**src/hw/rtl/vtyp_pkg.sv**
```systemverilog
// vector_to_yaw_pitch shared types, constants and the cordic arctangent table
// no dependencies

package vtyp_pkg;

	localparam int ACC_FRAC     = 24;
	localparam int ANG_W        = 35;
	localparam int CORDIC_STEPS = 30;
	localparam int NORM_BITS    = 30;
	localparam int SH_W         = 5;

	localparam logic [30:0] GAIN_Q30 = 31'd1768195363;

	localparam logic signed [ANG_W-1:0] HALF_TURN = ANG_W'(64'd180 << ACC_FRAC);
	localparam logic signed [ANG_W-1:0] FULL_TURN = ANG_W'(64'd360 << ACC_FRAC);

	typedef struct packed {
		logic x_neg;
		logic y_neg;
		logic z_neg;
		logic z_pos;
		logic x_zero;
		logic xy_zero;
	} flags_t;

	function automatic int mag_width(input int cw);
		return (cw > NORM_BITS) ? cw : NORM_BITS;
	endfunction

	// atan(2^-i) in units of 2^-24 degree
	function automatic logic signed [ANG_W-1:0] atan_q24(input int i);
		logic signed [ANG_W-1:0] a;
		unique case (i)
			0:  a = ANG_W'(754974720);
			1:  a = ANG_W'(445687602);
			2:  a = ANG_W'(235489088);
			3:  a = ANG_W'(119537938);
			4:  a = ANG_W'(60000934);
			5:  a = ANG_W'(30029717);
			6:  a = ANG_W'(15018523);
			7:  a = ANG_W'(7509720);
			8:  a = ANG_W'(3754917);
			9:  a = ANG_W'(1877466);
			10: a = ANG_W'(938734);
			11: a = ANG_W'(469367);
			12: a = ANG_W'(234684);
			13: a = ANG_W'(117342);
			14: a = ANG_W'(58671);
			15: a = ANG_W'(29335);
			16: a = ANG_W'(14668);
			17: a = ANG_W'(7334);
			18: a = ANG_W'(3667);
			19: a = ANG_W'(1833);
			20: a = ANG_W'(917);
			21: a = ANG_W'(458);
			22: a = ANG_W'(229);
			23: a = ANG_W'(115);
			24: a = ANG_W'(57);
			25: a = ANG_W'(29);
			26: a = ANG_W'(14);
			27: a = ANG_W'(7);
			28: a = ANG_W'(4);
			29: a = ANG_W'(2);
			default: a = '0;
		endcase
		return a;
	endfunction

endpackage

```
**src/hw/rtl/vtyp_zscale.sv**
```systemverilog
// pitch operands: z times cordic gain, aligned to the yaw magnitude, common right shift
// depends on vtyp_pkg

module vtyp_zscale
	import vtyp_pkg::*;
#(
	parameter int COORD_WIDTH = 24,
	parameter int SIDE_W      = 8
) (
	input  logic                                     clk,
	input  logic                                     arst_n,
	input  logic                                     ce,
	input  logic                                     in_valid,
	input  logic signed [mag_width(COORD_WIDTH)+2:0] in_r,
	input  logic [COORD_WIDTH-1:0]                   in_az,
	input  logic [SH_W-1:0]                          in_sh,
	input  logic                                     in_z_neg,
	input  logic [SIDE_W-1:0]                        in_side,
	output logic                                     out_valid,
	output logic signed [mag_width(COORD_WIDTH)+2:0] out_x,
	output logic signed [mag_width(COORD_WIDTH)+2:0] out_y,
	output logic [SIDE_W-1:0]                        out_side
);

	localparam int MAG_W = mag_width(COORD_WIDTH);
	localparam int XW    = MAG_W + 3;
	localparam int RW    = XW - 1;
	localparam int ZW    = COORD_WIDTH + $bits(GAIN_Q30);
	localparam int NSH   = $clog2(ZW - NORM_BITS + 1);
	localparam int PW    = SIDE_W + 1;

	logic valid_s1, valid_s2, valid_s4;
	logic [ZW-1:0] prod_s1, zk_s2;
	logic [RW-1:0] rk_s1, rk_s2;
	logic [SH_W-1:0] rsh_s1;
	logic [PW-1:0] pass_s1, pass_s2, pass_s4;

	logic          nv_s3 [NSH];
	logic [ZW-1:0] zn_s3 [NSH];
	logic [RW-1:0] rn_s3 [NSH];
	logic [PW-1:0] np_s3 [NSH];

	logic signed [XW-1:0] px_s4, py_s4, zmag;

	always_ff @(posedge clk or negedge arst_n) begin
		if (!arst_n) begin
			valid_s1 <= 1'b0;
			valid_s2 <= 1'b0;
			valid_s4 <= 1'b0;
		end else if (ce) begin
			valid_s1 <= in_valid;
			valid_s2 <= valid_s1;
			valid_s4 <= nv_s3[NSH-1];
		end
	end

	always_ff @(posedge clk) begin
		if (ce) begin
			prod_s1 <= ZW'(in_az) * ZW'(GAIN_Q30);
			rk_s1   <= in_r[XW-1] ? '0 : in_r[RW-1:0];
			rsh_s1  <= SH_W'(NORM_BITS) - in_sh;
			pass_s1 <= {in_z_neg, in_side};

			zk_s2   <= prod_s1 >> rsh_s1;
			rk_s2   <= rk_s1;
			pass_s2 <= pass_s1;
		end
	end

	// shift both magnitudes right together until each is below 2^30
	for (genvar n = 0; n < NSH; n++) begin : g_norm
		localparam int K = 1 << (NSH - 1 - n);
		logic          vi;
		logic [ZW-1:0] zi;
		logic [RW-1:0] ri;
		logic [PW-1:0] pi;
		logic          go;

		if (n == 0) begin : g_head
			assign vi = valid_s2;
			assign zi = zk_s2;
			assign ri = rk_s2;
			assign pi = pass_s2;
		end else begin : g_tail
			assign vi = nv_s3[n-1];
			assign zi = zn_s3[n-1];
			assign ri = rn_s3[n-1];
			assign pi = np_s3[n-1];
		end

		assign go = |((zi | ZW'(ri)) >> (NORM_BITS - 1 + K));

		always_ff @(posedge clk or negedge arst_n) begin
			if (!arst_n) begin
				nv_s3[n] <= 1'b0;
			end else if (ce) begin
				nv_s3[n] <= vi;
			end
		end

		always_ff @(posedge clk) begin
			if (ce) begin
				zn_s3[n] <= go ? (zi >> K) : zi;
				rn_s3[n] <= go ? (ri >> K) : ri;
				np_s3[n] <= pi;
			end
		end
	end

	assign zmag = signed'(XW'(zn_s3[NSH-1][NORM_BITS-1:0]));

	always_ff @(posedge clk) begin
		if (ce) begin
			px_s4   <= signed'(XW'(rn_s3[NSH-1][NORM_BITS-1:0]));
			py_s4   <= np_s3[NSH-1][PW-1] ? -zmag : zmag;
			pass_s4 <= np_s3[NSH-1];
		end
	end

	assign out_valid = valid_s4;
	assign out_x     = px_s4;
	assign out_y     = py_s4;
	assign out_side  = pass_s4[SIDE_W-1:0];

endmodule

```
**config.mk**
```make
export PLATFORM = sky130hd
export DESIGN_NAME = vtyp_zscale
export DESIGN_NICKNAME = d
export VERILOG_FILES = /design/src/hw/rtl/vtyp_pkg.sv /design/src/hw/rtl/vtyp_zscale.sv
export SDC_FILE = /design/constraint.sdc
export NUM_CORES = 2
export LEC_CHECK = 0
export BUFFER_PORTS_ARGS = -buffer_cell sky130_fd_sc_hd__buf_2
export CORE_UTILIZATION = 30
export CTS_CLUSTER_DIAMETER = 80
export DETAILED_ROUTE_END_ITERATION = 6
export GPL_TIMING_DRIVEN = 0
export PLACE_DENSITY = 0.47
export SYNTH_ARGS = -nofsm -noshare
export SYNTH_HDL_FRONTEND = slang
export SYNTH_SLANG_ARGS = --single-unit
```
**constraint.sdc**
```tcl
create_clock -name clk -period 5.5 [get_ports clk]
set_input_delay 1.65 -clock clk [delete_from_list [all_inputs] [get_ports clk]]
set_output_delay 1.65 -clock clk [all_outputs]
set_load 0.03 [all_outputs]
```
# Word level (Yosys, flattened, before mapping)
# Memories as Yosys holds them, arrays and structs flattened. A register that Yosys moved wholly into a read port is not among the register bits.
# Cells that the tools add are included.
# Widths: inputs -> output; s select.
dict set report totals {
  ff_bits 246
  mem_bits_rw 480
  inputBits 75
  output_inout_bits 75
  wordCells 48
  n_memories 3
}
# name words width rd rd_ports_with_merged_regs wr line
set memory_table {}
lappend memory_table {zn_s3 5 55 5 0 5 vtyp_zscale.sv:39} ;# logic [ZW-1:0] zn_s3 [NSH];
lappend memory_table {rn_s3 5 32 5 1 5 vtyp_zscale.sv:40} ;# logic [RW-1:0] rn_s3 [NSH];
lappend memory_table {np_s3 5 9 5 0 5 vtyp_zscale.sv:41} ;# logic [PW-1:0] np_s3 [NSH];
dict set report op_classes {
  n_addsub 2
  mul 1
  n_shift 1
  n_mux 13
  bitwise 5
  reduce_logical 5
}
# operator count
set op_table {}
lappend op_table {{$mux 55} 5}
lappend op_table {{$or 55x32->55} 5}
lappend op_table {{$mux 32} 5}
lappend op_table {{$mul 24x31->55 const B} 1}
lappend op_table {{$shr 55x5->55} 1}
lappend op_table {{$neg 30->33} 1}
lappend op_table {{$mux 30} 1}
lappend op_table {{$reduce_or 25->1} 1}
lappend op_table {{$reduce_or 24->1} 1}
lappend op_table {{$reduce_or 22->1} 1}
lappend op_table {{$reduce_or 18->1} 1}
lappend op_table {{$reduce_or 10->1} 1}
lappend op_table {{$sub 5x5->5 const A} 1}
lappend op_table {{$mux 1} 2}

# Logic depth before layout (Yosys ltp)
# An unclocked memory read counts as a cell.
dict set report logic_depth {
  word_depth 4
  mapped_depth 23
  ltp_nobuf 22
}

# Least setup slack after synthesis
# No wires, ideal clock.
dict set report synth_timing {
  path_kind {input to register}
  startpoint {input port in_az[3]}
  endpoint {register prod_s1[53], data pin}
  setup_time_ps 195
  t_arrival_ps 6874
  required_ps 5305
  path_slack_ps -1569
  path_stages 21
  n_path_buf 1
  path_cell_list {ha_1 ha_1 inv_1 fa_1 inv_1 fa_1 inv_1 fa_1 fa_1 fa_1 inv_1 ha_1 clkbuf_1 a21oi_1 o21ai_0 a221oi_1 o21ai_0 a21o_1 a31o_2 or4_1 o311ai_0}
}
dict set report synth_between {
  elab_chain_cells 1
}
# item line
set synth_lines {}
lappend synth_lines {{start: declaration} vtyp_zscale.sv:15} ;# input logic [COORD_WIDTH-1:0] in_az,
lappend synth_lines {{$mul 24x31->55} vtyp_zscale.sv:59} ;# prod_s1 <= ZW'(in_az) * ZW'(GAIN_Q30);
lappend synth_lines {{end signal: assignment} vtyp_zscale.sv:59}
lappend synth_lines {{end: declaration} vtyp_zscale.sv:33} ;# logic [ZW-1:0] prod_s1, zk_s2;
# No other way between the ends.
# A chain may end at the register's enable or synchronous reset.

# Final worst setup path
dict set report layout_timing {
  startpoint {input port in_az[4]}
  endpoint {register prod_s1[53], data pin}
}
# The elaborated chain is that of the path after synthesis.

==> impl_results.md <==
- Slew of the pin with the lowest slew margin: ~1300 ps
- Setup TNS: -23700 ps
- Vias per std cell: ~4.4
- Pwr per Cell Area: roughly 660 mW/mm²
- Largest net degree at the start of global routing: 130
- Final hold vios: 0
- Worst skew pair latency: roughly 660 ps
- DIE AREA: 0.1387 mm²
- Antenna viol nets, final: 0
- Final cycle utilization of the critical path: 1.206
- Clock skew: approximately 54 ps
- Sink Count: 729
- Clk pwr share: 0.159
- FP Rows: between 100 and 150
- Most frequent cells in the layout: 721 x edfxtp_1, 328 x inv_1, 300 x mux2_2
- Net switching fraction of the power: 0.3968
- Arrival @ worst endpoint: about 7000 ps
- CTS Buf Count: 82
- First-pass GRT wire length: 143900 µm
- DRT Pass-1 Iters: 7
- DIE HEIGHT: 372.4 µm
- Slew Viols, Final: 0
- Synth-to-Final Area Change: 21.36%
- Minimum clock period: between 6000 and 7000 ps
- Setup repair after global routing missed its margin: yes
- HP Class: reg2reg
- Max Root-Sink Buffers: 3
- Crit path max fanout: 9
- Share of layout cells above drive strength 1: 0.2968
- Final HPWL DP: 72500 µm
- Failing checks: design-rule violations, negative setup slack
- CP startpoint kind: input port
- Status: finished, violations left
- NumNets Final: about 3800
- Clock root cell: clkbuf_16
- Setup violators final: 37
- Post-Syn Area: between 0.04 and 0.05 mm²
- Register share of total power: 0.238
- Total congestion overflow: 0
- Mapped Cells: 2901
- FILL cells: roughly 13000
- Placed cell count: between 4000 and 5000
- DRC viols: 2
- Comb power frac: 0.603
- Port bufs: 146
- Int Pwr: 0.01999 W
- Clk pin slew, worst setup/hold paths: around 60 ps
- DRT iter0 DRCs: between 1000 and 1500
- Number of synthesized flops with an enable pin: between 700 and 800
- Wire per inst: 18.68 µm
- NetSw: approximately 0.013 W
- Ys Warns: 0
- Vias in the first global route: roughly 24000
- Synth Flop Type: edfxtp_1
- Critical path type: in2reg
- Commonest non-fill, non-tap cell in the layout: edfxtp_1
- H-tree depth: 3
- Post-synthesis sequential area ratio: 0.5309
- Library cells used by synthesis: 74
- Worst setup margin: -1132 ps
- Via count of the routed design: around 23000
- # IOs: 150
- F_max: 0.1508 GHz
- Max-cap violation count: 0
- GPL Wtd Cong: between 0.8 and 0.9
- Final core occ: 0.3678
- Seq cells post-synth: roughly 730
- Worst endpoint required time: 5950 ps
- Diodes inserted: 0
- CORE AREA: around 0.14 mm²
- Peak VDD IR: roughly 0.7 mV
- Static leakage: ~20 nW
- Nature of the critical path endpoint: flop
- Slew HR: 0.1465
- DRT Wirelength: roughly 95000 µm
- Chip width: 372.4 µm
- CTS tree: done
- Antenna violations before repair: 3
- Finished Layout Cells: between 5000 and 6000
- Initial core utilization: 0.3030
- Gr usage total: 0.1372
- Post-Syn Area per Cell: around 14 µm²
- Async SR Flop Fraction: 0.01097
-- sequential cells by signal (all words and copies together), names as in the netlist --
register   flops
g_norm.vi      5
rn_s3        158
rsh_s1         5
rk_s1         32
nv_s3          1
out_y         33
zn_s3        250
out_x         30
np_s3         45
pass_s4        8
out_valid      1
valid_s1       1
g_norm.pi      9
pass_s1        9
prod_s1       55
g_norm.ri     32
g_norm.zi     55
-- worst max-delay path, cell delays in order --
cell and delay [ps]:
buf_16 110, inv_4 40, ha_4 310, inv_2 60
ha_4 260, fa_2 450, fa_1 490, inv_1 50
fa_1 490, fa_1 430, fa_2 600, inv_1 60
ha_1 310, buf_8 150, a21oi_2 140, o21ai_2 100
a221oi_2 280, o21ai_1 110, a21o_1 210, a31o_4 250
or4_4 420, o311ai_2 100
-- cell families (layout without fill, tap and decap cells) --
| group | Yosys count | count (layout) | synth area share |
|---|---|---|---|
| AOI/OAI and AO/OA | 277 | 277 | 0.04536 |
| xor gates and xnor gates | 83 | 83 | 0.01766 |
| adders and majority gates | 510 | 510 | 0.1917 |
| buffers and inverters | 515 | 909 | 0.04730 |
| DFF | 729 | 729 | 0.5309 |
| muxes | 408 | 408 | 0.1199 |
| other | 1 | 28 | 0.00009112 |
| and+or+nand+nor | 378 | 378 | 0.04703 |
-- power groups by stage --
| stage | clock (W) | sequential [W] | combinational [W] |
|---|---|---|---|
| 2_1_floorplan | 0 | 0.00787 | 0.0117 |
| 3_3_place_gp | 0 | 0.00812 | 0.0156 |
| 3_5_place_dp | 0 | 0.00801 | 0.0155 |
| 4_1_cts | 0.00548 | 0.00790 | 0.0185 |
| 5_1_grt | 0.00568 | 0.00796 | 0.0218 |
| 6_report | 0.00527 | 0.00788 | 0.0200 |
-- repair_timing --
item,in CTS,in global routing
setup endpoints to repair,40,38
pin swaps,75,75
gates resized for setup,223,74
buffers inserted,76,25
hold buffers,0,0
-- worst paths after layout --
path | start | end | slack [ps] | depth (start not counted)
max reg2reg | zn_s3[0][89] | rn_s3[2][0] | 1690 | 6
min reg2reg | rn_s3[4][7] | out_x[7] | 410 | 0
max | in_az[4] | prod_s1[53] | -1130 | 22
min | rn_s3[4][7] | out_x[7] | 410 | 0
max in group asynchronous | arst_n | g_norm[2].vi | 4490 | 1
min in group asynchronous | arst_n | g_norm[0].vi | 840 | 1
-- area by class of cell --
class                      count  area (µm²)  share of cell area
timing repair buffer         251        2043             0.04091
buffer                       141       585.6             0.01172
inverter                     368        1423             0.02848
clock inverter                47       441.7            0.008843
sequential                   729       21850              0.4375
tap                         1781        2228             0.04461
clock buffer                 102        2158             0.04321
multi-input combinational   1684       19220              0.3847
-- metrics by stage --
stage	hold WS (ps)	total power, W	setup slack (ps)	instance area [µm²]
after floorplan	400.3	0.01952	-1266	42190
after global placement	400.8	0.02371	-8696	45150
after detailed placement	404.5	0.02354	-2361	45320
after CTS	406.7	0.03187	-1064	49480
after global routing	407.5	0.03542	-1203	49950
final	409.7	0.03314	-1132	49950
-- per-layer routing --
metal,routed length (µm),global-route usage,vias to the layer above
met3,2622,0.01982,164
met2,46610,0.2351,354
met1,42890,0.1758,10960
met4,3191,0.04780,0
li1,-,-,11060
met5,0,0,-
-- cells in the mapped netlist, types with 4 or more instances --
master    number  area share
o41ai_1        5      0.0011
or2_2          8      0.0012
a31o_2         4     0.00085
or3_1          6     0.00091
a211oi_1      10      0.0018
nand3_1       16      0.0019
inv_1        367       0.033
mux2i_1       70       0.017
and3_1        14      0.0021
a21boi_0       7      0.0013
and2_1        44      0.0067
dfrtp_1        8      0.0049
mux4_2        38       0.021
o21bai_1      12      0.0022
nand4_1       11      0.0017
fa_1         201       0.098
nor2_1        59      0.0054
and4_1         4     0.00085
o21ai_0       46      0.0056
mux2_2       300       0.082
nor2b_1       40      0.0061
nor3_1         8     0.00097
o211ai_1       9      0.0016
o22ai_1       10      0.0015
o31ai_1       14      0.0026
nand2b_1       5     0.00076
or4_1          8      0.0015
xor2_1        21      0.0045
xnor2_1       62       0.013
ha_1         309       0.094
clkbuf_1     132       0.012
nor4_1        23      0.0035
a21o_1        51      0.0093
a21oi_1       65      0.0079
a31oi_1        8      0.0012
edfxtp_1     721        0.53
buf_1         10     0.00091
nand2_1      123       0.011
Power figures use the tool's default switching activity.
