## config.mk

```make
export PLATFORM = sky130hd
export DESIGN_NAME = vtyp_norm
export DESIGN_NICKNAME = d
export VERILOG_FILES = /design/src/hw/rtl/vtyp_pkg.sv /design/src/hw/rtl/vtyp_norm.sv
export SDC_FILE = /design/constraint.sdc
export NUM_CORES = 1
export LEC_CHECK = 0
export BUFFER_PORTS_ARGS = -buffer_cell sky130_fd_sc_hd__buf_2
export CELL_PAD_IN_SITES_DETAIL_PLACEMENT = 1
export CELL_PAD_IN_SITES_GLOBAL_PLACEMENT = 1
export CORE_UTILIZATION = 40
export DETAILED_ROUTE_END_ITERATION = 10
export PLACE_DENSITY_LB_ADDON = 0.12
export SETUP_SLACK_MARGIN = 0.5
export SYNTH_ARGS = -nofsm -noshare
export SYNTH_HDL_FRONTEND = slang
export SYNTH_SLANG_ARGS = --single-unit
```

## constraint.sdc

```tcl
create_clock -name clk -period 2.64 [get_ports clk]
set_clock_uncertainty 0.2 [all_clocks]
set_input_delay 0.132 -clock clk [delete_from_list [all_inputs] [get_ports clk]]
set_output_delay 0.132 -clock clk [all_outputs]
set_load 0.05 [all_outputs]
```

## src/hw/rtl/vtyp_pkg.sv

```systemverilog
// vector_to_yaw_pitch shared types, constants and the cordic arctangent table
// no dependencies

package vtyp_pkg;

	localparam int ACC_FRAC     = 24;
	localparam int ANG_W        = 35;
	localparam int CORDIC_STEPS = 30;
	localparam int NORM_BITS    = 30;
	localparam int SH_W         = 5;

	localparam logic [30:0] GAIN_Q30 = 31'd1768195363;

	localparam logic signed [ANG_W-1:0] HALF_TURN = ANG_W'(64'd180 << ACC_FRAC);
	localparam logic signed [ANG_W-1:0] FULL_TURN = ANG_W'(64'd360 << ACC_FRAC);

	typedef struct packed {
		logic x_neg;
		logic y_neg;
		logic z_neg;
		logic z_pos;
		logic x_zero;
		logic xy_zero;
	} flags_t;

	function automatic int mag_width(input int cw);
		return (cw > NORM_BITS) ? cw : NORM_BITS;
	endfunction

	// atan(2^-i) in units of 2^-24 degree
	function automatic logic signed [ANG_W-1:0] atan_q24(input int i);
		logic signed [ANG_W-1:0] a;
		unique case (i)
			0:  a = ANG_W'(754974720);
			1:  a = ANG_W'(445687602);
			2:  a = ANG_W'(235489088);
			3:  a = ANG_W'(119537938);
			4:  a = ANG_W'(60000934);
			5:  a = ANG_W'(30029717);
			6:  a = ANG_W'(15018523);
			7:  a = ANG_W'(7509720);
			8:  a = ANG_W'(3754917);
			9:  a = ANG_W'(1877466);
			10: a = ANG_W'(938734);
			11: a = ANG_W'(469367);
			12: a = ANG_W'(234684);
			13: a = ANG_W'(117342);
			14: a = ANG_W'(58671);
			15: a = ANG_W'(29335);
			16: a = ANG_W'(14668);
			17: a = ANG_W'(7334);
			18: a = ANG_W'(3667);
			19: a = ANG_W'(1833);
			20: a = ANG_W'(917);
			21: a = ANG_W'(458);
			22: a = ANG_W'(229);
			23: a = ANG_W'(115);
			24: a = ANG_W'(57);
			25: a = ANG_W'(29);
			26: a = ANG_W'(14);
			27: a = ANG_W'(7);
			28: a = ANG_W'(4);
			29: a = ANG_W'(2);
			default: a = '0;
		endcase
		return a;
	endfunction

endpackage

```

## src/hw/rtl/vtyp_norm.sv

```systemverilog
// front end: magnitudes, flags, common left shift of x and y, cordic start vector
// depends on vtyp_pkg

module vtyp_norm
	import vtyp_pkg::*;
#(
	parameter int COORD_WIDTH = 24
) (
	input  logic                            clk,
	input  logic                            arst_n,
	input  logic                            ce,
	input  logic                            in_valid,
	input  logic signed [COORD_WIDTH-1:0]   vec_x,
	input  logic signed [COORD_WIDTH-1:0]   vec_y,
	input  logic signed [COORD_WIDTH-1:0]   vec_z,
	output logic                            out_valid,
	output logic signed [mag_width(COORD_WIDTH)+2:0] out_x,
	output logic signed [mag_width(COORD_WIDTH)+2:0] out_y,
	output logic signed [ANG_W-1:0]         out_ang,
	output logic [COORD_WIDTH-1:0]          out_az,
	output logic [SH_W-1:0]                 out_sh,
	output flags_t                          out_flags
);

	localparam int MAG_W = mag_width(COORD_WIDTH);
	localparam int XW    = MAG_W + 3;

	logic valid_s1, valid_s2, valid_s3, valid_s4, valid_s5;

	logic [COORD_WIDTH-1:0] ax_s1, ay_s1, az_s1;
	logic xn_s1, yn_s1, zn_s1;

	logic [MAG_W-1:0] m_s2, ax_s2, ay_s2;
	logic [COORD_WIDTH-1:0] az_s2, az_s3, az_s4, az_s5;
	flags_t flg_s2, flg_s3, flg_s4, flg_s5;

	logic [MAG_W-1:0] m_s3, ax_s3, ay_s3, ax_s4, ay_s4;
	logic [SH_W-1:0] sh_s3, sh_s4, sh_s5;

	logic [MAG_W-1:0] m_c3, ax_c3, ay_c3, m_c4, ax_c4, ay_c4;
	logic [SH_W-1:0] sh_c3, sh_c4;

	logic signed [XW-1:0] ay_w, cx_s5, cy_s5;
	logic signed [ANG_W-1:0] ang_s5;

	// coarse shift steps of 16 and 8
	always_comb begin
		m_c3  = m_s2;
		ax_c3 = ax_s2;
		ay_c3 = ay_s2;
		sh_c3 = '0;
		for (int j = SH_W - 1; j >= SH_W - 2; j--) begin
			if ((m_c3 >> (NORM_BITS - (1 << j))) == '0) begin
				m_c3      = m_c3 << (1 << j);
				ax_c3     = ax_c3 << (1 << j);
				ay_c3     = ay_c3 << (1 << j);
				sh_c3[j]  = 1'b1;
			end
		end
	end

	// fine shift steps of 4, 2 and 1
	always_comb begin
		m_c4  = m_s3;
		ax_c4 = ax_s3;
		ay_c4 = ay_s3;
		sh_c4 = sh_s3;
		for (int j = SH_W - 3; j >= 0; j--) begin
			if ((m_c4 >> (NORM_BITS - (1 << j))) == '0) begin
				m_c4      = m_c4 << (1 << j);
				ax_c4     = ax_c4 << (1 << j);
				ay_c4     = ay_c4 << (1 << j);
				sh_c4[j]  = 1'b1;
			end
		end
	end

	assign ay_w = signed'(XW'(ay_s4));

	always_ff @(posedge clk or negedge arst_n) begin
		if (!arst_n) begin
			valid_s1 <= 1'b0;
			valid_s2 <= 1'b0;
			valid_s3 <= 1'b0;
			valid_s4 <= 1'b0;
			valid_s5 <= 1'b0;
		end else if (ce) begin
			valid_s1 <= in_valid;
			valid_s2 <= valid_s1;
			valid_s3 <= valid_s2;
			valid_s4 <= valid_s3;
			valid_s5 <= valid_s4;
		end
	end

	always_ff @(posedge clk) begin
		if (ce) begin
			ax_s1 <= vec_x[COORD_WIDTH-1] ? COORD_WIDTH'(-vec_x) : COORD_WIDTH'(vec_x);
			ay_s1 <= vec_y[COORD_WIDTH-1] ? COORD_WIDTH'(-vec_y) : COORD_WIDTH'(vec_y);
			az_s1 <= vec_z[COORD_WIDTH-1] ? COORD_WIDTH'(-vec_z) : COORD_WIDTH'(vec_z);
			xn_s1 <= vec_x[COORD_WIDTH-1];
			yn_s1 <= vec_y[COORD_WIDTH-1];
			zn_s1 <= vec_z[COORD_WIDTH-1];

			m_s2  <= MAG_W'((ax_s1 > ay_s1) ? ax_s1 : ay_s1);
			ax_s2 <= MAG_W'(ax_s1);
			ay_s2 <= MAG_W'(ay_s1);
			az_s2 <= az_s1;
			flg_s2.x_neg   <= xn_s1;
			flg_s2.y_neg   <= yn_s1;
			flg_s2.z_neg   <= zn_s1;
			flg_s2.z_pos   <= !zn_s1 && (az_s1 != '0);
			flg_s2.x_zero  <= (ax_s1 == '0);
			flg_s2.xy_zero <= (ax_s1 == '0) && (ay_s1 == '0);

			m_s3  <= m_c3;
			ax_s3 <= ax_c3;
			ay_s3 <= ay_c3;
			sh_s3 <= sh_c3;
			az_s3 <= az_s2;
			flg_s3 <= flg_s2;

			ax_s4 <= ax_c4;
			ay_s4 <= ay_c4;
			sh_s4 <= sh_c4;
			az_s4 <= az_s3;
			flg_s4 <= flg_s3;

			// left half plane is folded over with a half turn start angle
			if (flg_s4.x_zero) begin
				cx_s5  <= ay_w;
				cy_s5  <= '0;
				ang_s5 <= '0;
			end else begin
				cx_s5  <= signed'(XW'(ax_s4));
				cy_s5  <= (flg_s4.x_neg ^ flg_s4.y_neg) ? -ay_w : ay_w;
				ang_s5 <= flg_s4.x_neg ? HALF_TURN : '0;
			end
			sh_s5  <= sh_s4;
			az_s5  <= az_s4;
			flg_s5 <= flg_s4;
		end
	end

	assign out_valid = valid_s5;
	assign out_x     = cx_s5;
	assign out_y     = cy_s5;
	assign out_ang   = ang_s5;
	assign out_az    = az_s5;
	assign out_sh    = sh_s5;
	assign out_flags = flg_s5;

endmodule

```

# ---- Word level (Yosys, flattened, before mapping)
# Cells that the tools add are included.
# W data, S select, Z words.
dict set report classes {
  add_sub_neg 4
  order_cmp 1
  n_mux 23
  n_bitwise 2
  n_reduce_logical 12
}
# op count
set ops {}
lappend ops {{$mux W30} 16}
lappend ops {{$logic_not A30 Y1} 5}
lappend ops {{$neg A24 Y24} 3}
lappend ops {{$mux W23} 3}
lappend ops {{$logic_not A24 Y1} 2}
lappend ops {{$neg A30 Y33} 1}
lappend ops {{$mux W32} 1}
lappend ops {{$gt A24 B24 Y1} 1}
lappend ops {{$mux W24} 1}
lappend ops {{$reduce_bool A24 Y1} 1}
lappend ops {{$logic_and A1 B1 Y1} 2}
lappend ops {{$mux W1} 2}
lappend ops {{$reduce_or A2 Y1} 1}
lappend ops {{$logic_not A1 Y1} 1}
lappend ops {{$not A1 Y1} 1}
lappend ops {{$xor A1 B1 Y1} 1}
dict set report totals {
  reg_bits 541
  inputBits 76
  output_inout_bits 137
  word_cells 107
}

# ---- Longest topological paths before layout
dict set report depth {
  word_depth 6
  ltp_mapped 10
  ltp_nobuf 8
}

# ---- Least setup slack after synthesis
# No wires, ideal clock.
dict set report synth_timing {
  kind {flip-flop to flip-flop}
  start {register ax_s1[23]}
  end {register m_s2[10] (data pin)}
  setup_ns 0.260
  arrival_time_ns 2.341
  required_ns 2.180
  path_slack_ns -0.161
  stages_incl_launch_ff 8
  path_buffers 1
  synth_period_minus_slack_ns 2.801
  path_cell_list {edfxtp_1 -> ha_1 -> nand4_1 -> nor4_1 -> o31ai_1 -> a22oi_1 -> buf_2 -> mux2_2}
}
dict set report synth_between {
  elab_chain_len 2
}
# element line_no
set synth_rtl {}
lappend synth_rtl {{from (decl)} vtyp_norm.sv:30} ;# logic [COORD_WIDTH-1:0] ax_s1, ay_s1, az_s1;
lappend synth_rtl {{from (signal assigned)} vtyp_norm.sv:98} ;# ax_s1 <= vec_x[COORD_WIDTH-1] ? COORD_WIDTH'(-vec_x) : COORD_WIDTH'(vec_x);
lappend synth_rtl {{$gt A24 B24 Y1} vtyp_norm.sv:105} ;# m_s2 <= MAG_W'((ax_s1 > ay_s1) ? ax_s1 : ay_s1);
lappend synth_rtl {{$mux W24} vtyp_norm.sv:105}
lappend synth_rtl {{to (signal assigned)} vtyp_norm.sv:105}
lappend synth_rtl {{to (decl)} vtyp_norm.sv:33} ;# logic [MAG_W-1:0] m_s2, ax_s2, ay_s2;
# No other way between the ends.
# A chain may end at the register's enable or synchronous reset.

# ---- Final worst setup path
dict set report layout_timing {
  start {register ax_s1[15]}
  end {register m_s2[0] (data pin)}
}
# The elaborated chain is that of the path after synthesis.

==> impl_metrics.json <==
{
  "status": "complete, but fails checks",
  "violations": "setup timing",
  "max_cap_viol_count": 0,
  "rr_worst_depth": 8,
  "start_util": 0.4073,
  "ir_worst_vdd_mv": 0.4569,
  "crit_type": "flip-flop to flip-flop",
  "rsz0062_at_grt": "true",
  "synth_top_area_share": 0.6700,
  "clkTransAtPathRegs_ps": 60,
  "max_stage_delay_ps": 410,
  "cts_htree_levels": 2,
  "ios": 213,
  "synth_most_common_cell": "edfxtp_1",
  "synth_flop_cell": "edfxtp_1",
  "powerDensity_mw_per_mm2": 734.3,
  "power_uw": 21150,
  "cts_buffers": 51,
  "end_kind": "flip-flop",
  "hold_violations": 0,
  "critPathBufInv": 2,
  "clock_latency_ps": 590,
  "ant_nets": 0,
  "fin_crit_ps": 2703,
  "holdWs_ps": 3.150,
  "hold_path_class": "input port to flip-flop",
  "critPathSlowestCell": "edfxtp_1",
  "yosysUniqueCellTypes": 57,
  "cts_tree": "done",
  "cp_cell_sequence": "ha_1 -> nand4_1 -> buf_4 -> nor4_4 -> o31ai_1 -> a22oi_2 -> buf_12 -> mux2_2",
  "hold_path_depth": 5,
  "die_h_um": 231.5,
  "final.setup.tns_ps": -1278,
  "ys_top_cells_by_count": "470 x edfxtp_1, 116 x mux2i_1, 113 x mux2_2",
  "crit_required_ps": 2780,
  "vias_per_cell": 5.052,
  "area_growth_pct": 36.76,
  "p_switching_uw": 5745,
  "seqCellArea_mm2": 0.01424,
  "intPower_uw": 15410,
  "grt_usage": 0.1947,
  "drtIter0Drc": 550,
  "clkSinkCount": 475,
  "drv_slew": 0,
  "firstDrtPassIters": 4,
  "num_rows": 83,
  "path_max_fanout": 24,
  "vias": 13195,
  "finalWirelength_mm": 52.88,
  "synth_area_leaders": "edfxtp_1 67%, mux2_2 6.0%, mux2i_1 5.5%",
  "synth_warnings": 0,
  "ys_ff_latch": 475,
  "clock_path_buffers": 3,
  "avgRoutedWirePerCell_um": 20.25,
  "ys_seq_area_frac": 0.6760,
  "dpl.hpwl_mm": 36.15,
  "drive_gt1_frac": 0.3986,
  "final_nets": 1993,
  "antenna_found_initial": 0,
  "swShare": 0.2716,
  "cp-start-kind": "flip-flop",
  "fin_ws_ps": -63.33,
  "die_x_um": 231.5,
  "synthCells": 1436,
  "die_area_mm2": 0.05358,
  "arrival_ps": 2840,
  "grt_pass1_vias": 13835,
  "overflow": 0,
  "core_area_mm2": 0.05172,
  "synth_edf_count": 470,
  "synthArstFlopShare": 0.01053,
  "setup_viol": 24,
  "stdcell_area_mm2": 0.02881,
  "grt_pass1_wl_mm": 79.62,
  "yosysTopAreaCell": "edfxtp_1",
  "max_freq_mhz": 369.9,
  "combPwrFrac": 0.201,
  "tightest_slew_ps": 575.1,
  "syn_area_mm2": 0.02106,
  "multi_input_area_mm2": 0.008034,
  "num_antenna_cells": 0,
  "crit_cells": 8,
  "place_area_mm2": 0.02367,
  "avgSynthCellArea_um2": 14.67,
  "nFillCells": 4984,
  "cp_top_family": "flip-flops",
  "clock-root-buffer": "clkbuf_16",
  "leakagePower_uw": 0.01066,
  "drcViolationCount": 0,
  "fin_crit_sh": 1.024,
  "p_seq_frac": 0.461,
  "dp_slack_ps": -54.54,
  "gp_congestion": 0.8392,
  "p_clk_frac": 0.337,
  "slew_headroom": 0.6166,
  "grt_max_degree": 75,
  "portBuffers": 178
}
sequential cells by signal, indices dropped and copies added, names as in the netlist, 30 cells and up:
name / cells
out_x: 30
ax_s4: 30
ay_s4: 30
out_y: 33
ay_s3: 30
ax_s3: 30
worst paths after layout:
path / from / to / slack [ps]
worst max-delay path: ax_s1[15]$_DFFE_PP_ / m_s2[0]$_DFFE_PP_ / -60
worst min-delay path: vec_x[0] / ax_s1[1]$_DFFE_PP_ / 3
worst max register to register: ax_s1[15]$_DFFE_PP_ / m_s2[0]$_DFFE_PP_ / -60
worst min register to register: flg_s4[3]$_DFFE_PP_ / out_flags[3]$_DFFE_PP_ / 210
max in group asynchronous: arst_n / valid_s2$_DFFE_PN0P_ / 1790
min in group asynchronous: arst_n / out_valid$_DFFE_PN0P_ / 260
cell families (layout without fill, tap and decap cells):
family	Yosys count	count (layout)	synth area share
AOI/OAI and AO/OA	191	191	0.05417
xor gates and xnor gates	89	89	0.03701
adders and majority gates	28	28	0.01663
buffers and inverters	134	597	0.03089
DFF	475	475	0.6760
muxes	229	229	0.1155
other	1	34	0.0001780
and+or+nand+nor	289	289	0.06962
layout by cell type, fill, tap and decap left out, types with 35 or more instances in the layout:
cell           count
xnor2_1           75
buf_4            118
buf_2            177
nand2_1          103
mux2i_1           43
o21ai_0           35
mux2_2            59
mux2i_4           46
nor2_1            42
inv_1             37
edfxtp_1         470
mux2_4            54
dlygate4sd3_1    100
clkbuf_16         55
per-stage QoR:
stage               utilization  cells
CTS                      0.5416   2587
global route             0.5570   2612
global placement         0.4576   2352
floorplan                     -   1469
finish                   0.5570   2612
detailed placement       0.4576   2352
cell type report:
cell class,instances,share of cell area
flip-flops and latches,475,0.4943
multi-input cells,860,0.2789
repair buffers,460,0.1330
clock buffers,59,0.04608
well taps,680,0.02954
clock inverters,37,0.01242
inverters,41,0.005820
power groups by stage:
stage	Sequential, uW	Combinational, uW	Clock, uW
2_1_floorplan	10200	1610	0
3_3_place_gp	9810	3200	0
3_5_place_dp	9840	3240	0
4_1_cts	9740	4030	7330
5_1_grt	9840	4550	7570
6_report	9760	4260	7130
repair_timing:
action	CTS	global route
gates cloned	4	3
buffers inserted	35	22
hold buffers	100	7
setup endpoints to repair	133	165
endpoints found under the hold margin	138	7
pin swaps	37	49
gates resized for setup	272	142
layer usage:
layer / global-route usage / vias up / share of wire / wire length, um
met2: 0.3512 / 270 / 0.52 / 27740
met3: 0.02904 / 97 / 0.031 / 1634
met5: 0 / - / 0 / 0
li1: - / 6272 / - / -
met4: 0.06022 / 0 / 0.026 / 1365
met1: 0.2384 / 6556 / 0.42 / 22140
worst min-delay path: cells and delay by family:
family / cells / cell delay [ps]
and+or+nand+nor: 1 / 50
buffers and inverters: 2 / 180
adders and majority gates: 1 / 120
AOI/OAI and AO/OA: 1 / 160
Note: power is estimated with default switching activity, not from simulation.
