<file path="config.mk">
export PLATFORM = sky130hd
export DESIGN_NAME = vtyp_out
export DESIGN_NICKNAME = d
export VERILOG_FILES = /design/src/hw/rtl/vtyp_pkg.sv /design/src/hw/rtl/vtyp_out.sv
export SDC_FILE = /design/constraint.sdc
export NUM_CORES = 1
export LEC_CHECK = 0
export ABC_AREA = 0
export ABC_CLOCK_PERIOD_IN_PS = 5500
export BUFFER_PORTS_ARGS = -buffer_cell sky130_fd_sc_hd__buf_4
export CAP_MARGIN = 20
export CORE_ASPECT_RATIO = 1.2
export CORE_UTILIZATION = 25
export CTS_BUF_LIST = sky130_fd_sc_hd__clkbuf_4 sky130_fd_sc_hd__clkbuf_8 sky130_fd_sc_hd__clkbuf_16
export CTS_CLUSTER_DIAMETER = 60
export DETAILED_ROUTE_END_ITERATION = 6
export GPL_ROUTABILITY_DRIVEN = 0
export PLACE_DENSITY_LB_ADDON = 0.3
export SYNTH_ARGS = -nofsm -noshare
export SYNTH_HDL_FRONTEND = slang
export SYNTH_SLANG_ARGS = --single-unit
</file>
<file path="constraint.sdc">
create_clock -name clk -period 5.5 [get_ports clk]
set_input_delay 1.1 -clock clk [delete_from_list [all_inputs] [get_ports clk]]
set_output_delay 1.1 -clock clk [all_outputs]
set_load 0.01 [all_outputs]
</file>
<file path="src/hw/rtl/vtyp_pkg.sv">
// vector_to_yaw_pitch shared types, constants and the cordic arctangent table
// no dependencies

package vtyp_pkg;

	localparam int ACC_FRAC     = 24;
	localparam int ANG_W        = 35;
	localparam int CORDIC_STEPS = 30;
	localparam int NORM_BITS    = 30;
	localparam int SH_W         = 5;

	localparam logic [30:0] GAIN_Q30 = 31'd1768195363;

	localparam logic signed [ANG_W-1:0] HALF_TURN = ANG_W'(64'd180 << ACC_FRAC);
	localparam logic signed [ANG_W-1:0] FULL_TURN = ANG_W'(64'd360 << ACC_FRAC);

	typedef struct packed {
		logic x_neg;
		logic y_neg;
		logic z_neg;
		logic z_pos;
		logic x_zero;
		logic xy_zero;
	} flags_t;

	function automatic int mag_width(input int cw);
		return (cw > NORM_BITS) ? cw : NORM_BITS;
	endfunction

	// atan(2^-i) in units of 2^-24 degree
	function automatic logic signed [ANG_W-1:0] atan_q24(input int i);
		logic signed [ANG_W-1:0] a;
		unique case (i)
			0:  a = ANG_W'(754974720);
			1:  a = ANG_W'(445687602);
			2:  a = ANG_W'(235489088);
			3:  a = ANG_W'(119537938);
			4:  a = ANG_W'(60000934);
			5:  a = ANG_W'(30029717);
			6:  a = ANG_W'(15018523);
			7:  a = ANG_W'(7509720);
			8:  a = ANG_W'(3754917);
			9:  a = ANG_W'(1877466);
			10: a = ANG_W'(938734);
			11: a = ANG_W'(469367);
			12: a = ANG_W'(234684);
			13: a = ANG_W'(117342);
			14: a = ANG_W'(58671);
			15: a = ANG_W'(29335);
			16: a = ANG_W'(14668);
			17: a = ANG_W'(7334);
			18: a = ANG_W'(3667);
			19: a = ANG_W'(1833);
			20: a = ANG_W'(917);
			21: a = ANG_W'(458);
			22: a = ANG_W'(229);
			23: a = ANG_W'(115);
			24: a = ANG_W'(57);
			25: a = ANG_W'(29);
			26: a = ANG_W'(14);
			27: a = ANG_W'(7);
			28: a = ANG_W'(4);
			29: a = ANG_W'(2);
			default: a = '0;
		endcase
		return a;
	endfunction

endpackage

</file>
<file path="src/hw/rtl/vtyp_out.sv">
// output stages: wrap into one turn, round to output lsb, special cases, pitch negation
// depends on vtyp_pkg

module vtyp_out
	import vtyp_pkg::*;
#(
	parameter int ANGLE_FRAC_BITS = 7
) (
	input  logic                              clk,
	input  logic                              arst_n,
	input  logic                              ce,
	input  logic                              in_valid,
	input  logic signed [ANG_W-1:0]           in_yaw,
	input  logic signed [ANG_W-1:0]           in_pitch,
	input  flags_t                            in_flags,
	output logic                              out_valid,
	output logic signed [ANGLE_FRAC_BITS+9:0] neg_pitch,
	output logic [ANGLE_FRAC_BITS+8:0]        yaw_angle
);

	localparam int SH = ACC_FRAC - ANGLE_FRAC_BITS;
	localparam int UW = ANG_W - 1;
	localparam int QW = ANGLE_FRAC_BITS + 9;
	localparam int PW = ANGLE_FRAC_BITS + 10;

	localparam logic [UW-1:0] HALF_LSB = UW'(64'd1 << (SH - 1));
	localparam logic [UW-1:0] RND_LIM  = UW'(FULL_TURN) - HALF_LSB;
	localparam logic [QW-1:0] DEG_90   = QW'(64'd90 << ANGLE_FRAC_BITS);
	localparam logic [QW-1:0] DEG_270  = QW'(64'd270 << ANGLE_FRAC_BITS);

	logic valid_s1, valid_s2, valid_s3;
	logic [UW-1:0] yw_s1, pw_s1, ysum, psum;
	flags_t flg_s1;
	logic [QW-1:0] yq_s2, pq_s2, yaw_s3;
	logic signed [PW-1:0] np_s3;

	assign ysum = yw_s1 + HALF_LSB;
	assign psum = pw_s1 + HALF_LSB;

	always_ff @(posedge clk or negedge arst_n) begin
		if (!arst_n) begin
			valid_s1 <= 1'b0;
			valid_s2 <= 1'b0;
			valid_s3 <= 1'b0;
		end else if (ce) begin
			valid_s1 <= in_valid;
			valid_s2 <= valid_s1;
			valid_s3 <= valid_s2;
		end
	end

	always_ff @(posedge clk) begin
		if (ce) begin
			yw_s1  <= in_yaw[ANG_W-1] ? UW'(in_yaw + FULL_TURN) : UW'(in_yaw);
			pw_s1  <= in_pitch[ANG_W-1] ? UW'(in_pitch + FULL_TURN) : UW'(in_pitch);
			flg_s1 <= in_flags;

			// a value that rounds up to a full turn comes out as zero
			priority if (flg_s1.xy_zero) begin
				yq_s2 <= '0;
			end else if (flg_s1.x_zero) begin
				yq_s2 <= flg_s1.y_neg ? DEG_270 : DEG_90;
			end else if (yw_s1 >= RND_LIM) begin
				yq_s2 <= '0;
			end else begin
				yq_s2 <= ysum[SH +: QW];
			end

			priority if (flg_s1.xy_zero) begin
				pq_s2 <= flg_s1.z_pos ? DEG_90 : DEG_270;
			end else if (pw_s1 >= RND_LIM) begin
				pq_s2 <= '0;
			end else begin
				pq_s2 <= psum[SH +: QW];
			end

			yaw_s3 <= yq_s2;
			np_s3  <= signed'(PW'(0) - PW'(pq_s2));
		end
	end

	assign out_valid = valid_s3;
	assign neg_pitch = np_s3;
	assign yaw_angle = yaw_s3;

endmodule

</file>
# Word level (Yosys, flattened, before mapping)
# Cells that the tools add are included.
[word_totals]
regBits = 140
inputBits = 80
out_inout_bits = 34
wordCells = 28
[op_classes]
add_sub_neg = 5
magnitude_cmp = 2
muxes = 8
[op_table]
columns = ["op", "n"]
rows = [
  ["$mux 16", 6],
  ["$add 34x34->34 const B", 2],
  ["$ge 34x33->1 const B", 2],
  ["$mux 34", 2],
  ["$add 33x17->33 const B", 2],
  ["$sub 1x16->17 const A", 1],
]

# Longest topological paths before layout
# Gate-level depths: netlist of the first run.
[depth]
depth_word = 3
ltp_mapped = 6
depth_no_buf = 5

# Worst setup path after synthesis of the first run
# OpenSTA, ideal clock, no wires.
[synth_timing]
kind = "register to register"
startpoint = "reg pq_s2[8]"
endpoint = "reg np_s3[16] (netlist: neg_pitch[16]) (data pin)"
t_arrival_ns = 1.825
t_required_ns = 5.228
slack_ns = 3.403
path_stages_with_launch = 4
path_buffers = 0
path_cell_list = "edfxtp_1 or4_4 or4_4 or4b_1"
[synth_between]
elab_chain_cells = 1
[synth_rtl]
columns = ["item", "line", "source"]
rows = [
  ["start: declaration", "vtyp_out.sv:34", "logic [QW-1:0] yq_s2, pq_s2, yaw_s3;"],
  ["start signal: assignment", "vtyp_out.sv:70", "pq_s2 <= flg_s1.z_pos ? DEG_90 : DEG_270;"],
  ["start signal: assignment", "vtyp_out.sv:74", "pq_s2 <= psum[SH +: QW];"],
  ["$sub 1x16->17", "vtyp_out.sv:78", "np_s3 <= signed'(PW'(0) - PW'(pq_s2));"],
  ["end signal: assignment", "vtyp_out.sv:78", ""],
  ["end: declaration", "vtyp_out.sv:35", "logic signed [PW-1:0] np_s3;"],
]
# Every way passes these cells.
# A chain may end at the register's enable or synchronous reset.

# Final worst setup path of the first run
[layout_timing]
startpoint = "in ce"
endpoint = "reg valid_s2"
[layout_rtl]
columns = ["item", "line", "source"]
rows = [
  ["start: declaration", "vtyp_out.sv:11", "input logic ce,"],
  ["end signal: assignment", "vtyp_out.sv:47", "valid_s2 <= valid_s1;"],
  ["end: declaration", "vtyp_out.sv:31", "logic valid_s1, valid_s2, valid_s3;"],
]
# No word-level cell between the ends.

==> results of run 1 <==
==> Yosys cell counts, types with 2 or more instances <==
library cell,number
edfxtp_1,105
nor2_1,37
xnor2_1,32
xor2_1,17
nand2_1,15
inv_1,14
o21ai_0,12
nand3_1,10
nor3_1,10
a21oi_1,7
nand4_1,6
ha_1,5
mux2_2,5
nand2b_1,5
a211oi_1,4
a221oi_1,4
nor4_1,4
dfrtp_1,3
o31a_1,3
o41ai_1,3
or3_1,3
a21o_1,2
and2_1,2
and3_1,2
and4_1,2
clkbuf_1,2
nand3b_1,2
o31ai_1,2
or2_1,2
or4_4,2
==> through the flow <==
stage	total power [mW]	cell area (sq um)	hold slack [ns]	setup WS, ns
6_report	1.82	5840	0.419	3.01
5_1_grt	1.91	5840	0.431	2.88
4_1_cts	1.85	5840	0.424	2.96
3_5_place_dp	1.24	5550	0.408	2.59
3_3_place_gp	1.23	5550	0.402	2.65
2_1_floorplan	1.13	4680	0.400	3.40
==> kinds of logic after synthesis <==
| logic type | count (synthesis) | share of synthesized area (%) |
|---|---|---|
| multiplexers | 5 | 1.20 |
| XOR/XNOR | 49 | 9.17 |
| flip-flops | 108 | 69.0 |
| AND/OR/NAND/NOR | 107 | 11.8 |
| AO/OA/AOI/OAI | 43 | 6.26 |
| adder cells (fa/ha/maj) | 5 | 1.34 |
| buffers and inverters | 16 | 1.28 |
==> routing by layer <==
layer	vias to the layer above	track usage, %	share of wire [%]
li1	1430	-	-
met1	1306	11.2	46
met2	72	14.7	47
met3	14	2.18	4.9
met4	0	5.44	2.5
met5	-	0	0
==> flip-flops by register name, indices dropped and copies added, names as in the netlist <==
register   flops
valid_s1       1
valid_s2       1
out_valid      1
pq_s2         16
flg_s1         4
pw_s1         18
neg_pitch     17
yaw_angle     16
yw_s1         18
yq_s2         16
==> power groups by stage <==
stage / Clock, mW / Sequential [mW] / Combinational (mW)
finish: 0.610 / 1.03 / 0.188
CTS: 0.632 / 1.03 / 0.192
global placement: 0 / 1.04 / 0.186
detailed placement: 0 / 1.05 / 0.191
global route: 0.661 / 1.04 / 0.209
floorplan: 0 / 1.04 / 0.0903
==> how the worst min path moves through the flow <==
| stage | to | slack (ns) |
|---|---|---|
| 2_1_floorplan | yaw_angle[0] | 0.40 |
| 4_1_cts | yaw_angle[5] | 0.42 |
| 3_5_place_dp | yaw_angle[11] | 0.41 |
| 5_1_grt | yaw_angle[3] | 0.43 |
| 6_report | yaw_angle[11] | 0.42 |
| 3_3_place_gp | yaw_angle[0] | 0.40 |
==> cell type report <==
| cell class | instances | area (sq um) |
|---|---|---|
| clock buffers | 9 | 225 |
| clock inverters | 7 | 57.6 |
| fillers | 1828 | 12400 |
| inverters | 14 | 52.6 |
| multi-input cells | 209 | 1390 |
| flip-flops and latches | 108 | 3230 |
| well taps | 224 | 280 |
| repair buffers | 80 | 601 |
==> run summary, run 1 <==
Worst path slowest cell = buf_4
CTS sink count = 108
Critical path's most frequent cell = buf_4
Hold-critical path depth = 0
Sw frac = 23.8%
Post-Syn Instances = 333
N_diodes = 0
Number of synthesized flops with an enable pin = 105
CTS clock-pin slew for the worst setup and hold paths = 0.08 ns
Mapped cell area = 4680 sq um
Vias in the first global route = 2830
Cts hold-fix bufs = 0
CP cell instances = buf_4, buf_4, mux2_2
Vias/cell = 4.33
Mapped Avg Cell Area = 14.1 sq um
Peak VDD IR = 118 uV
Status = complete, no violations
CTS buffer count = 9
Reg2reg end = neg_pitch[16]
Total Routing Usage GR = 9.16%
Core ar. = 18200 sq um
DRT iter0 DRCs = 174
Detailed Route WL = 8270 um
Std-Cell Rows = 54
Crit Path Class = in -> reg
Placed cells = 635
Post-DP HPWL = 6200 um
Setup crit end kind = register
Root Buffer = clkbuf_16
Boundary Pins = 114
WP data required = 5.73 ns
Vias = 2822
Max_cap viols = 0
Crit path buf inv count = 2
Post-synthesis sequential area ratio = 69.0%
Post-CTS Setup Bufs = 0
DRT Pass-1 Iters = 4
Ys flop type = edfxtp_1
Layout Nets = 507
Final setup TNS = 0 ns
Biggest area consumer among synthesized cells = edfxtp_1
Largest net degree at the start of global routing = 71
Port buffer count = 79
Yosys warns = 0
Post-Syn Nets = 418
Final core utilization = 32.0%
Min-Delay Path Class = reg -> reg
Sequential share of power = 56.3%
Slew @ Worst Pin = 0.865 ns
Most common library cell in the layout ignoring fill and taps = edfxtp_1
Clock Latency Late Sink = 0.35 ns
RSZ-0062 raised after global routing = false
Critical path depth = 3
Commonest non-fill, non-tap cells in the layout = 105 x edfxtp_1, 80 x buf_4, 37 x nor2_1
Sw Pwr = 434 uW
Clock network fraction of total power = 33.4%
Clk_skew = 0.00766 ns
CTS tree = done
Final hold vios = 0
R2R Setup Slk = 3.34 ns
Distinct cells, synth = 41
Final setup viols = 0
Hold path start = yq_s2[11]
Slew headroom = 42.3%
Layout cell share with drive strength beyond 1 = 24.6%
P_int = 1.39 mW
Synth top area share = 67.4%
Worst Path Arrival = 2.72 ns
Antenna violations before repair = 0
Worst reg-to-reg path cell count = 3
Die X = 127 um
Crit-path leading delay family = buffers and inverters
Routed WL per cell = 12.7 um
Post-synth ARST share = 2.78%
Max clock buf depth = 2
Setup crit start kind = input port
CP max stage delay = 0.63 ns
Area contributors post-synth = edfxtp_1 67%, xnor2_1 6.0%, xor2_1 3.2%, nor2_1 3.0%, dfrtp_1 1.6%
Overall die height = 152 um
Fmax achieved = 0.402 GHz
H-tree depth = 3
Seq cells post-synth = 108
R2R Path Start = pq_s2[8]
Final Instance Count excl. Fillers = 651
Pleak = 2.09 nW
Pins Over Slew Limit = 0
Antenna-violating nets left = 0
Cts repair resizes = 0
Layout Area Growth over Synthesis = 24.7%
Die ar. = 19300 sq um
GRT overflow = 0
Logic pwr share = 10.3%
Critical path destination = valid_s2
Crit path max fanout = 70
First-pass GRT wire length = 13700 um
Initial Utilization = 25.7%
Crit path time final = 2.49 ns
Setup crit start = ce
DRC Markers = 0
Pwr dens = 313 nW/um^2
Tcrit/Tclk final = 45.2%
(Power assumes the default switching activity.)
==> inputs of run 2 (changes only) <==
- ABC_CLOCK_PERIOD_IN_PS: 5500 -> 2450
- clock period: 5.5 -> 2.45 ns (I/O delays scaled with it)
==> run summary, run 2 (synthesis results as in run 1) <==
Status = complete, no violations (unchanged)
Slew headroom = 62.2% (was 42.3%)
Final hold vios = 0 (unchanged)
Vias/cell = 4.34 (was 4.33)
Vias in the first global route = 2801 (was 2830)
Total Routing Usage GR = 9.09% (was 9.16%)
Max_cap viols = 0 (unchanged)
Pleak = 2.10 nW (was 2.09 nW)
Setup crit end kind = register (unchanged)
Setup crit start kind = register (was input port)
Die ar. = 19300 sq um (unchanged)
Initial Utilization = 25.7% (unchanged)
Layout Area Growth over Synthesis = 25.6% (was 24.7%)
Cts repair resizes = 0 (unchanged)
Met2 wire length = 3870 um (was 3860 um)
CTS clock-pin slew for the worst setup and hold paths = 0.07 ns (was 0.08 ns)
Overall die height = 152 um (unchanged)
Layout cell share with drive strength beyond 1 = 25.0% (was 24.6%)
Min-Delay Path Class = in -> reg (was reg -> reg)
Max clock buf depth = 2 (unchanged)
Worst Path Arrival = 2.26 ns (was 2.72 ns)
Pins Over Slew Limit = 0 (unchanged)
CTS buffer count = 9 (unchanged)
H-tree depth = 3 (unchanged)
Crit path time final = 2.17 ns
CTS sink count = 108 (unchanged)
Layout Nets = 512 (was 507)
Die X = 127 um (unchanged)
Pwr dens = 692 nW/um^2 (was 313 nW/um^2)
Final setup viols = 0 (unchanged)
Routed WL per cell = 12.7 um (about the same)
Port buffer count = 79 (unchanged)
Clock Latency Late Sink = 0.34 ns (was 0.35 ns)
GRT overflow = 0 (unchanged)
Metal3 WL = 366 um (was 407 um)
Root Buffer = clkbuf_16 (unchanged)
CTS tree = done (unchanged)
Final setup TNS = 0 ns (unchanged)
Total power = 4.07 mW (was 1.82 mW)
DRT iter0 DRCs = 197 (was 174)
WL met1 = 3840 um (was 3800 um)
Crit Path Class = reg -> reg (was in -> reg)
Std-Cell Rows = 54 (unchanged)
Top Metal Used = met4 (unchanged)
Clk_skew = 0.00774 ns (was 0.00766 ns)
Vias = 2845 (was 2822)
DRT Pass-1 Iters = 5 (was 4)
Commonest non-fill, non-tap cells in the layout = 105 x edfxtp_1, 83 x buf_4, 37 x nor2_1 (was 105 x edfxtp_1, 80 x buf_4, 37 x nor2_1)
Slew @ Worst Pin = 0.559 ns (was 0.865 ns)
Largest net degree at the start of global routing = 67 (was 71)
Tcrit/Tclk final = 88.6%
DRC Markers = 0 (unchanged)
Post-DP HPWL = 6300 um (was 6200 um)
Peak VDD IR = 251 uV (was 118 uV)
WP data required = 2.54 ns (was 5.73 ns)
RSZ-0062 raised after global routing = false (unchanged)
Antenna violations before repair = 0 (unchanged)
N_diodes = 0 (unchanged)
Antenna-violating nets left = 0 (unchanged)
Core ar. = 18200 sq um (unchanged)
Detailed Route WL = 8320 um (was 8270 um)
Fmax achieved = 0.461 GHz
Boundary Pins = 114 (unchanged)
Most common library cell in the layout ignoring fill and taps = edfxtp_1 (unchanged)
Crit path max fanout = 4 (was 70)
First-pass GRT wire length = 13500 um (was 13700 um)
-- run 2: stage by stage --
step	hold slack (ns)	instance area (sq um)	utilization [%]	setup WS (ns)	instances
floorplan	0.194	4680	-	0.353	333
global placement	0.278	5600	30.7	0.312	639
detailed placement	0.282	5600	30.7	0.281	639
CTS	0.300	5880	32.2	0.276	656
global route	0.295	5880	32.2	0.231	656
finish	0.318	5880	32.2	0.280	656
-- run 2: report_power, final --
group / total (mW) / internal [mW] / switching (mW) / leakage (nW)
Sequential: 2.31 / 2.20 / 0.103 / 1.09
Clock: 1.33 / 0.699 / 0.632 / 0.128
Combinational: 0.431 / 0.218 / 0.212 / 0.888
Total: 4.07 / 3.12 / 0.947 / 2.10
-- run 2: final cells by class --
class / instances / area (sq um)
Clock inverter: 6 / 40.0
Sequential cell: 108 / 3230
Clock buffer: 10 / 233
Multi-Input combinational cell: 209 / 1390
Inverter: 14 / 52.6
Timing Repair Buffer: 85 / 653
Fill cell: 1814 / 12400
Tap cell: 224 / 280
-- run 2: final timing paths --
path	from	endpoint	slack [ns]	cells past startpoint
min reg2reg	yq_s2[0]	yaw_angle[0]	0.42	0
min	in_flags[2]	flg_s1[2]	0.32	1
max in group asynchronous	arst_n	valid_s1	1.89	2
max	pq_s2[8]	neg_pitch[16]	0.28	3
max reg2reg	pq_s2[8]	neg_pitch[16]	0.28	3
min in group asynchronous	arst_n	valid_s2	0.46	2
-- run 2: worst max-delay path, stage by stage (launching register included) --
cell and delay [ns]:
edfxtp_1 0.43, or4_4 0.56, or4_4 0.45, or4b_1 0.47
-- run 2: timing repair --
item,4_1_cts,5_1_grt
buffers inserted,0,0
hold buffers,1,0
setup endpoints to repair,0,0
hold endpoints to repair,3,0
-- run 2: metal layers --
layer  vias up  track usage, %
li1       1437               -
met3        15            2.32
met4         0            5.73
met5         -               0
met1      1317            11.0
met2        76            14.4
==> inputs of run 3 (changes only) <==
- ABC_CLOCK_PERIOD_IN_PS: 2450 -> 2050
- clock period: 2.45 -> 2.05 ns (I/O delays scaled with it)
==> run summary, run 3 (synthesis results as in run 1) <==
Final Cell Area = 6020 sq um (was 5880 sq um)
Sequential share of power = 54.7% (was 56.7%)
Commonest non-fill, non-tap cells in the layout = 105 x edfxtp_1, 95 x buf_4, 37 x nor2_1 (was 105 x edfxtp_1, 83 x buf_4, 37 x nor2_1)
Tcrit/Tclk final = 104% (was 88.6%)
Setup Slack @ Placement = -0.0744 ns (was 0.281 ns)
GRT overflow = 0 (unchanged)
Vias/cell = 4.32 (was 4.34)
Pwr dens = 834 nW/um^2 (was 692 nW/um^2)
Crit-path leading delay family = simple AND/OR/NAND/NOR gates (unchanged)
H-tree depth = 3 (unchanged)
Antenna-violating nets left = 0 (unchanged)
Failing checks = setup timing
DP Area = 5690 sq um (was 5600 sq um)
CP cell instances = or4_4, or4_4, or4b_1 (unchanged)
CTS buffer count = 9 (unchanged)
Final setup margin = -0.0720 ns (was 0.280 ns)
Critical path depth = 3 (unchanged)
Die ar. = 19300 sq um (unchanged)
Most common library cell in the layout ignoring fill and taps = edfxtp_1 (unchanged)
Setup crit start = pq_s2[9] (was pq_s2[8])
Overall die height = 152 um (unchanged)
R2R Path Start = pq_s2[9] (was pq_s2[8])
Routed WL per cell = 12.5 um (was 12.7 um)
Final setup viols = 1 (was 0)
CTS sink count = 108 (unchanged)
Root Buffer = clkbuf_16 (unchanged)
CP max stage delay = 0.55 ns (was 0.56 ns)
Sw Pwr = 1.15 mW (was 947 uW)
Layout Area Growth over Synthesis = 28.7% (was 25.6%)
Final hold vios = 0 (unchanged)
Clk_skew = 0.00629 ns (was 0.00774 ns)
Min Hold Slack = 0.231 ns (was 0.318 ns)
Worst reg-to-reg path cell count = 3 (unchanged)
Slew headroom = 69.1% (was 62.2%)
Setup crit end kind = register (unchanged)
Clock network fraction of total power = 34.4% (was 32.7%)
N_diodes = 0 (unchanged)
P_int = 3.87 mW (was 3.12 mW)
Core ar. = 18200 sq um (unchanged)
CTS clock-pin slew for the worst setup and hold paths = 0.07 ns (about the same)
Post-DP HPWL = 6340 um (was 6300 um)
Worst path slowest cell = or4_4 (unchanged)
Logic pwr share = 10.9% (was 10.6%)
Detailed Route WL = 8360 um (was 8320 um)
Critical path's most frequent cell = or4_4 (unchanged)
Critical path destination = neg_pitch[16] (unchanged)
Crit Path Class = reg -> reg (unchanged)
Worst Path Arrival = 2.22 ns (was 2.26 ns)
Die X = 127 um (unchanged)
CTS tree = done (unchanged)
Port buffer count = 79 (unchanged)
RSZ-0062 raised after global routing = true (was false)
First-pass GRT wire length = 13700 um (was 13500 um)
Crit path time final = 2.12 ns (was 2.17 ns)
Largest net degree at the start of global routing = 65 (was 67)
Std-Cell Rows = 54 (unchanged)
Initial Utilization = 25.7% (unchanged)
Pins Over Slew Limit = 0 (unchanged)
Status = finished, violations left (was complete, no violations)
Clock Latency Late Sink = 0.35 ns (was 0.34 ns)
Sw frac = 23.0% (was 23.3%)
Reg2reg end = neg_pitch[16] (unchanged)
Max clock buf depth = 2 (unchanged)
Final core utilization = 33.0% (was 32.2%)
Max_cap viols = 0 (unchanged)
Total Routing Usage GR = 9.18% (was 9.09%)
Antenna violations before repair = 0 (unchanged)
Min-Delay Path Class = in -> reg (unchanged)
Vias = 2887 (was 2845)
Pleak = 2.19 nW (was 2.10 nW)
DRC Markers = 0 (unchanged)
Total power = 5.02 mW (was 4.07 mW)
DRT Pass-1 Iters = 4 (was 5)
Layout Nets = 525 (was 512)
Peak VDD IR = 316 uV (was 251 uV)
Setup crit start kind = register (unchanged)
DRT iter0 DRCs = 172 (was 197)
Boundary Pins = 114 (unchanged)
Crit path buf inv count = 0 (unchanged)
Crit path max fanout = 4 (unchanged)
R2R Setup Slk = -0.07 ns (was 0.28 ns)
Layout cell share with drive strength beyond 1 = 27.2% (was 25.0%)
Vias in the first global route = 2814 (was 2801)
Slew @ Worst Pin = 0.458 ns (was 0.559 ns)
Fmax achieved = 0.471 GHz (was 0.461 GHz)
WP data required = 2.15 ns (was 2.54 ns)
-- run 3: power groups by stage --
stage	logic, mW	registers [mW]	clock network [mW]
after floorplan	0.242	2.80	0
after global placement	0.538	2.79	0
after detailed placement	0.547	2.80	0
after CTS	0.553	2.75	1.77
after global routing	0.607	2.77	1.86
final	0.545	2.75	1.73
-- run 3: worst min-delay path by stage --
stage                 startpoint        end  cells past startpoint
global route        in_pitch[16]  pw_s1[16]                      1
finish              in_pitch[16]  pw_s1[16]                      1
floorplan                 arst_n  out_valid                      0
detailed placement        arst_n   valid_s1                      1
global placement          arst_n   valid_s1                      1
CTS                 in_pitch[16]  pw_s1[16]                      1
-- run 3: routing by layer --
layer / routed length [um] / GRT usage (%) / vias up
li1: - / - / 1462
met1: 3810 / 11.2 / 1334
met2: 3870 / 14.5 / 73
met3: 464 / 2.61 / 18
met4: 217 / 5.33 / 0
met5: 0 / 0 / -
-- run 3: worst register-to-register path: stages (launching register included) --
cell      delay, ns
edfxtp_1       0.40
or4_4          0.55
or4_4          0.44
or4b_1         0.47
-- run 3: stage by stage --
step	cells	setup TNS (ns)
3_5_place_dp	650	-0.130
6_report	669	-0.0720
4_1_cts	668	-0.108
3_3_place_gp	650	-0.0568
5_1_grt	669	-0.182
2_1_floorplan	333	-0.0334
-- run 3: what timing repair did --
action                                  4_1_cts  5_1_grt
gates cloned                                  0        0
resized for setup                             1        0
hold buffers                                  1        0
endpoints found under the hold margin         3        0
pin swaps                                     0        1
endpoints found under the setup margin        2        3
setup buffers                                 1        1
-- run 3: area by class of cell --
| type | instances | area, sq um |
|---|---|---|
| Clock buffer | 9 | 225 |
| Sequential cell | 108 | 3230 |
| Multi-Input combinational cell | 209 | 1400 |
| Tap cell | 224 | 280 |
| Inverter | 14 | 52.6 |
| Clock inverter | 7 | 72.6 |
| Fill cell | 1825 | 12200 |
| Timing Repair Buffer | 98 | 763 |
